**config.mk**
```make
export PLATFORM = sky130hd
export DESIGN_NAME = sorted_table_range_delete
export DESIGN_NICKNAME = d
export VERILOG_FILES = /design/src/rtl/core/srtd_pkg.sv /design/src/rtl/core/srtd_ram.sv /design/src/rtl/core/srtd_ctrl.sv /design/src/rtl/core/sorted_table_range_delete.sv
export SDC_FILE = /design/constraint.sdc
export NUM_CORES = 2
export LEC_CHECK = 0
export ABC_AREA = 1
export BUFFER_PORTS_ARGS = -buffer_cell sky130_fd_sc_hd__buf_2
export CORE_ASPECT_RATIO = 0.75
export CORE_UTILIZATION = 30
export CTS_CLUSTER_SIZE = 16
export DETAILED_ROUTE_END_ITERATION = 16
export GPL_ROUTABILITY_DRIVEN = 0
export MAX_ROUTING_LAYER = met4
export SYNTH_ARGS = -nofsm -noshare
export SYNTH_HDL_FRONTEND = slang
export SYNTH_SLANG_ARGS = --single-unit
```
**constraint.sdc**
```tcl
create_clock -name clk -period 7.83 [get_ports clk]
set_clock_uncertainty 0.1 [all_clocks]
set_input_delay 0.3915 -clock clk [delete_from_list [all_inputs] [get_ports clk]]
set_output_delay 0.3915 -clock clk [all_outputs]
set_load 0.005 [all_outputs]
```
**src/rtl/core/srtd_pkg.sv**
```systemverilog
package srtd_pkg;

  localparam int CAPACITY = 128;
  localparam int ADDR_W   = $clog2(CAPACITY);
  localparam int CNT_W    = $clog2(CAPACITY + 1);
  localparam int DATA_W   = 32;
  localparam int POS_W    = 7;
  localparam int CNTF_W   = 8;
  localparam int IN_W     = 104;
  localparam int OUT_W    = 48;

  typedef enum logic [1:0] {
    ACT_APPEND = 2'd0,
    ACT_DELETE = 2'd1,
    ACT_READ   = 2'd2,
    ACT_NONE   = 2'd3
  } action_t;

  typedef enum logic [1:0] {
    ST_OK     = 2'd0,
    ST_RANGE  = 2'd1,
    ST_BOUNDS = 2'd2
  } status_t;

  typedef struct packed {
    logic              we;
    logic [ADDR_W-1:0] waddr;
    logic [DATA_W-1:0] wdata;
    logic              re;
    logic [ADDR_W-1:0] raddr;
  } mem_req_t;

  typedef struct packed {
    logic [DATA_W-1:0] value;
    logic [CNTF_W-1:0] count;
    status_t           status;
  } result_t;

endpackage

```
**src/rtl/core/srtd_ram.sv**
```systemverilog
module srtd_ram #(
  parameter int WIDTH = 32,
  parameter int DEPTH = 128
) (
  input  logic                     clk,
  input  logic                     we,
  input  logic [$clog2(DEPTH)-1:0] waddr,
  input  logic [WIDTH-1:0]         wdata,
  input  logic                     re,
  input  logic [$clog2(DEPTH)-1:0] raddr,
  output logic [WIDTH-1:0]         rdata
);

  logic [WIDTH-1:0] mem [DEPTH];

  always_ff @(posedge clk) begin
    if (we) begin
      mem[waddr] <= wdata;
    end
    if (re) begin
      rdata <= mem[raddr];
    end
  end

endmodule

```
**src/rtl/core/srtd_ctrl.sv**
```systemverilog
module srtd_ctrl (
  input  logic                              clk,
  input  logic                              rst,
  input  logic                              req_valid,
  output logic                              req_ready,
  input  srtd_pkg::action_t                 action,
  input  logic signed [srtd_pkg::DATA_W-1:0] value,
  input  logic signed [srtd_pkg::DATA_W-1:0] range_low,
  input  logic signed [srtd_pkg::DATA_W-1:0] range_high,
  input  logic [srtd_pkg::POS_W-1:0]        position,
  output srtd_pkg::mem_req_t                mem_req,
  input  logic [srtd_pkg::DATA_W-1:0]       mem_rdata,
  input  logic                              out_free,
  output logic                              res_valid,
  output srtd_pkg::result_t                 result
);
  import srtd_pkg::*;

  typedef enum logic [1:0] {IDLE, SCAN, RDWAIT, DONE} state_t;

  state_t                    state;
  logic [CNT_W-1:0]          count;
  logic [CNT_W-1:0]          idx;
  logic [CNT_W-1:0]          kept;
  logic signed [DATA_W-1:0]  lo;
  logic signed [DATA_W-1:0]  hi;
  logic [DATA_W-1:0]         res_value;
  status_t                   res_status;

  logic                      accept;
  logic                      keep;
  logic                      last;
  logic [CNT_W-1:0]          idx_next;
  logic signed [DATA_W-1:0]  rd_s;

  assign accept    = req_valid && req_ready;
  assign req_ready = (state == IDLE);
  assign rd_s      = $signed(mem_rdata);
  assign keep      = (rd_s < lo) || (rd_s > hi);
  assign idx_next  = idx + CNT_W'(1);
  assign last      = (idx_next >= count);
  assign res_valid = (state == DONE) && out_free;

  assign result.value  = res_value;
  assign result.count  = CNTF_W'(count);
  assign result.status = res_status;

  always_comb begin
    mem_req       = '0;
    mem_req.wdata = mem_rdata;
    mem_req.waddr = kept[ADDR_W-1:0];
    mem_req.raddr = idx_next[ADDR_W-1:0];
    unique case (state)
      IDLE: begin
        if (accept) begin
          unique case (action)
            ACT_APPEND: begin
              mem_req.we    = (count != CNT_W'(CAPACITY));
              mem_req.waddr = count[ADDR_W-1:0];
              mem_req.wdata = value;
            end
            ACT_DELETE: begin
              mem_req.re    = 1'b1;
              mem_req.raddr = '0;
            end
            ACT_READ: begin
              mem_req.re    = 1'b1;
              mem_req.raddr = ADDR_W'(position);
            end
            default: ;
          endcase
        end
      end
      SCAN: begin
        mem_req.we = keep;
        mem_req.re = !last;
      end
      default: ;
    endcase
  end

  always_ff @(posedge clk) begin
    if (rst) begin
      state      <= IDLE;
      count      <= '0;
      idx        <= '0;
      kept       <= '0;
      res_value  <= '0;
      res_status <= ST_OK;
    end else begin
      unique case (state)
        IDLE: begin
          if (accept) begin
            res_value  <= '0;
            res_status <= ST_OK;
            lo         <= range_low;
            hi         <= range_high;
            idx        <= '0;
            kept       <= '0;
            state      <= DONE;
            unique case (action)
              ACT_APPEND: begin
                if (count == CNT_W'(CAPACITY)) begin
                  res_status <= ST_BOUNDS;
                end else begin
                  count <= count + CNT_W'(1);
                end
              end
              ACT_DELETE: begin
                if (!(range_low < range_high) || count == '0) begin
                  res_status <= ST_RANGE;
                end else begin
                  state <= SCAN;
                end
              end
              ACT_READ: begin
                if (CNT_W'(position) >= count) begin
                  res_status <= ST_BOUNDS;
                end else begin
                  state <= RDWAIT;
                end
              end
              default: ;
            endcase
          end
        end
        SCAN: begin
          if (last) begin
            count <= kept + CNT_W'(keep);
            state <= DONE;
          end else begin
            kept <= kept + CNT_W'(keep);
            idx  <= idx_next;
          end
        end
        RDWAIT: begin
          res_value <= mem_rdata;
          state     <= DONE;
        end
        DONE: begin
          if (out_free) begin
            state <= IDLE;
          end
        end
        default: state <= IDLE;
      endcase
    end
  end

endmodule

```
**src/rtl/core/sorted_table_range_delete.sv**
```systemverilog
// Table of up to 128 signed 32-bit entries, filled by append and thinned by
// inclusive range delete, which keeps the order of the survivors; read gives
// one entry and the count. Every item gives exactly one result. Append, unused
// actions, a failing delete and a read past the end go from idle straight to
// the result; a good read first waits for its memory read, and a good delete
// scans every entry, reading and writing back one entry a cycle through the
// single table memory. One item is worked on at a time; the next is taken
// while a finished result waits in the output register. The table memory needs
// no clearing after reset.
module sorted_table_range_delete (
  input  logic                          clk,
  input  logic                          rst,
  input  logic                          s_tvalid,
  output logic                          s_tready,
  input  logic [srtd_pkg::IN_W-1:0]     s_tdata,  // value, range_low, range_high, position
  input  logic [1:0]                    s_tuser,  // action
  output logic                          m_tvalid,
  input  logic                          m_tready,
  output logic [srtd_pkg::OUT_W-1:0]    m_tdata   // entry_value, entry_count, status
);
  import srtd_pkg::*;

  mem_req_t          mem_req;
  logic [DATA_W-1:0] mem_rdata;
  logic              out_free;
  logic              res_valid;
  result_t           result;
  result_t           out_reg;

  assign out_free = !m_tvalid || m_tready;

  srtd_ctrl u_ctrl (
    .clk        (clk),
    .rst        (rst),
    .req_valid  (s_tvalid),
    .req_ready  (s_tready),
    .action     (action_t'(s_tuser)),
    .value      ($signed(s_tdata[31:0])),
    .range_low  ($signed(s_tdata[63:32])),
    .range_high ($signed(s_tdata[95:64])),
    .position   (s_tdata[102:96]),
    .mem_req    (mem_req),
    .mem_rdata  (mem_rdata),
    .out_free   (out_free),
    .res_valid  (res_valid),
    .result     (result)
  );

  srtd_ram #(
    .WIDTH (DATA_W),
    .DEPTH (CAPACITY)
  ) u_ram (
    .clk   (clk),
    .we    (mem_req.we),
    .waddr (mem_req.waddr),
    .wdata (mem_req.wdata),
    .re    (mem_req.re),
    .raddr (mem_req.raddr),
    .rdata (mem_rdata)
  );

  always_ff @(posedge clk) begin
    if (rst) begin
      m_tvalid <= 1'b0;
    end else if (res_valid) begin
      m_tvalid <= 1'b1;
    end else if (m_tready) begin
      m_tvalid <= 1'b0;
    end
  end

  always_ff @(posedge clk) begin
    if (res_valid) begin
      out_reg <= result;
    end
  end

  assign m_tdata = {6'd0, out_reg.status, out_reg.count, out_reg.value};

endmodule

```
==> run_results.csv <==
group,metric,value,unit
yosys,ys_seq_area_share,72.3,%
pwr,peakVddDrop,0.000364,V
sta,rsz0062_at_grt,"false",
setup_path,cpMostUsedCell,"nand3_1",
yosys,yosysUniqueCellTypes,35,
yosys,yosys_warnings,0,
grt,grt_pass1_wl,784000,µm
floorplanning,die_w,890,µm
setup_path,crit_path_end_kind,"register",
route,drtIter0Drc,17300,
yosys,synth_common_cells,"nand3_1, edfxtp_1, nand2_1",
setup_path,crit_required,8.55,ns
yosys,synth.most_common_cell,"nand3_1",
clock_tree,cts_made_buffers,394,
worst_hold_path,hp-class,"in2reg",
pwr,power.leakage,67.7,nW
grt,grt_max_degree,190,
status,status,"complete, no violations",
route,drt_pre_antenna_iters,6,
sta,fmax,159,MHz
grt,gr-usage-all-layers,18.1,%
floorplanning,fp.dieH,668,µm
layout,drive_gt1_share,8.03,%
grt,antenna_found_initial,31,
sta,post-route-min-period,6.28,ns
clock_tree,h-tree-depth,5,
setup_path,max_stage_delay,0.76,ns
yosys,synth.cell_area,0.177,mm²
floorplanning,num_rows,244,
clock_tree,path_clk_slew,0.07,ns
yosys,synth_flop_cell,"edfxtp_1",
sta,maxSlewViolCount,0,
route,totalWireLength,547000,µm
yosys,syn-instance-count,14700,
setup_path,crit_chain,"inv_1 > ha_1 > nand2_1 > nor2_2 > nand3_4 > nand2_4 > buf_12 > buf_12 > buf_4 > nand2_1 > nand3_1 > nand3_1 > nand3_1 > nand3_1 > nand3_1 > nand3_1 > nand2_1",
sta,setup_viol,0,
setup_path,crit_type,"reg2reg",
flow_run,max_cap_violations,0,
setup_path,path_delay_family,"simple AND/OR/NAND/NOR gates",
floorplanning,start_util,30.1,%
clock_tree,cts_tree,"done",
route,viasPerCell,5.36,
setup_path,critPathLaunchType,"register",
route,vias,122000,
placed_design,dpl_cell_area,0.188,mm²
route,antenna_left,0,
sta,tightestPinTransition,1.33,ns
layout,design_area,0.201,mm²
clock_tree,clkLatencyLatePin,1.00,ns
setup_path,crit_arrival,7.00,ns
yosys,async_flop_share,0,%
clock_tree,cts_sinks,4295,
route,wl_per_cell,24.1,µm
yosys,postSynthAreaPerCell,12.0,µm²
floorplanning,io_pins,160,
setup_path,crit_buf_inv,4,
pwr,power.density,392,mW/mm²
yosys,yosysTopAreaCell,"edfxtp_1",
grt,grt_pass1_vias,112000,
floorplanning,die_area,0.595,mm²
sta,relSlewSlack,10.9,%
yosys,synth_edf_count,4234,
layout,final_nets,14800,
route,drc_errors,0,
clock_tree,ctsResizeCount,0,
setup_path,crit_path_top_delay_cell,"nor2_2",
yosys,synth_top_area_share,71.7,%
placed_design,io_buffers,152,
layout,syn_to_final_growth,13.3,%
yosys,synthTopCellsByArea,"edfxtp_1, nand3_1, nand2_1",
clock_tree,hold_buffers,111,
placed_design,hpwlAfterDp,296000,µm
yosys,synth_seq_cells,4295,
clock_tree,clock_path_buffers,4,
sta,hold_viol_final,0,
setup_path,critPathMaxFanout,72,
sta,fin_crit_sh,80.2,%
sta,setup_tns,0,ns
floorplanning,core_area,0.589,mm²
grt,grt_overflow,0,
clock_tree,cts_setup_buffers,0,
clock_tree,root_buffer,"clkbuf_16",
-- placed cells by master (no fill, tap or decap), types with 7 or more instances in the layout --
master            n
clkinv_2         55
diode_2          14
buf_2           152
clkbuf_1         99
ha_1            122
nand4_1          15
nand2_2           8
nor3_1            7
inv_1           186
edfxtp_1       4234
nand2_1        2310
buf_12           67
bufinv_16        26
o21ai_4           7
clkbuf_16       400
o21ai_0          48
dfxtp_1          61
dlygate4sd3_1   111
nand3_1        6177
clkinv_1         90
inv_6             9
nor2_1           59
buf_4           266
clkinvlp_4        7
nor2_4          129
a21oi_1         113
nand2_4          32
-- layout make-up --
type                    count  area (µm²)
diodes                     14        35.0
clock inverters           203        1830
flip-flops and latches   4295      128000
repair buffers            596        5210
multi-input cells        9073       44600
clock buffers             502       10400
inverters                 192         748
well taps                7872        9850
fillers                 57100      388000
-- state kept, by name, indices dropped and copies added (netlist names) --
signal	count
u_ctrl.hi	32
u_ctrl.state	2
u_ram.rdata	32
u_ctrl.count	8
u_ctrl.res_status	2
u_ctrl.idx	8
u_ctrl.lo	32
u_ctrl.res_value	32
u_ctrl.kept	8
m_tvalid	1
m_tdata	42
u_ram.mem	4096
-- per-stage QoR --
stage	setup slack, ns	cells	power (mW)	hold WS [ns]	util [%]
floorplan	0.373	14700	47.4	0.309	-
global placement	1.82	21900	59.1	0.315	31.9
detailed placement	1.79	21900	59.4	0.318	31.9
CTS	1.73	22700	78.1	0.000850	34.1
global route	1.36	22700	81.8	0.0216	34.1
finish	1.55	22700	78.8	0.0491	34.1
-- path summary, 6_finish.rpt --
path / from / to / slack, ns / depth (start not counted)
worst max-delay path: u_ctrl.state[1] / u_ram.rdata[13] / 1.55 / 17
worst min-delay path: s_tdata[50] / u_ctrl.lo[18] / 0.05 / 2
worst max register to register: u_ctrl.state[1] / u_ram.rdata[13] / 1.55 / 17
worst min register to register: u_ctrl.res_value[11] / m_tdata[11] / 0.33 / 0
-- power breakdown --
part / internal [mW] / switching (mW) / total [mW]
sequential: 29.4 / 0.349 / 29.8
clock: 10.3 / 8.67 / 19.0
combinational: 6.64 / 23.4 / 30.1
total: 46.3 / 32.5 / 78.8
-- cells by family after synthesis --
kind of cell | after synthesis | share of synthesized area (%)
buffers and inverters | 1363 | 3.29
flip-flops | 4295 | 72.3
AO/OA/AOI/OAI | 187 | 0.556
other | 1 | 0.00211
adder cells (fa/ha/maj) | 122 | 0.860
XOR/XNOR | 5 | 0.0247
AND/OR/NAND/NOR | 8753 | 22.9
-- metal layers --
layer / global-route usage [%] / vias to the layer above / wire, µm
li1: - / 53900 / -
met1: 25.5 / 60900 / 229000
met2: 25.5 / 6309 / 237000
met3: 4.59 / 846 / 63600
met4: 5.58 / 0 / 17900
met5: - / - / 0
Power figures use the tool's default switching activity.
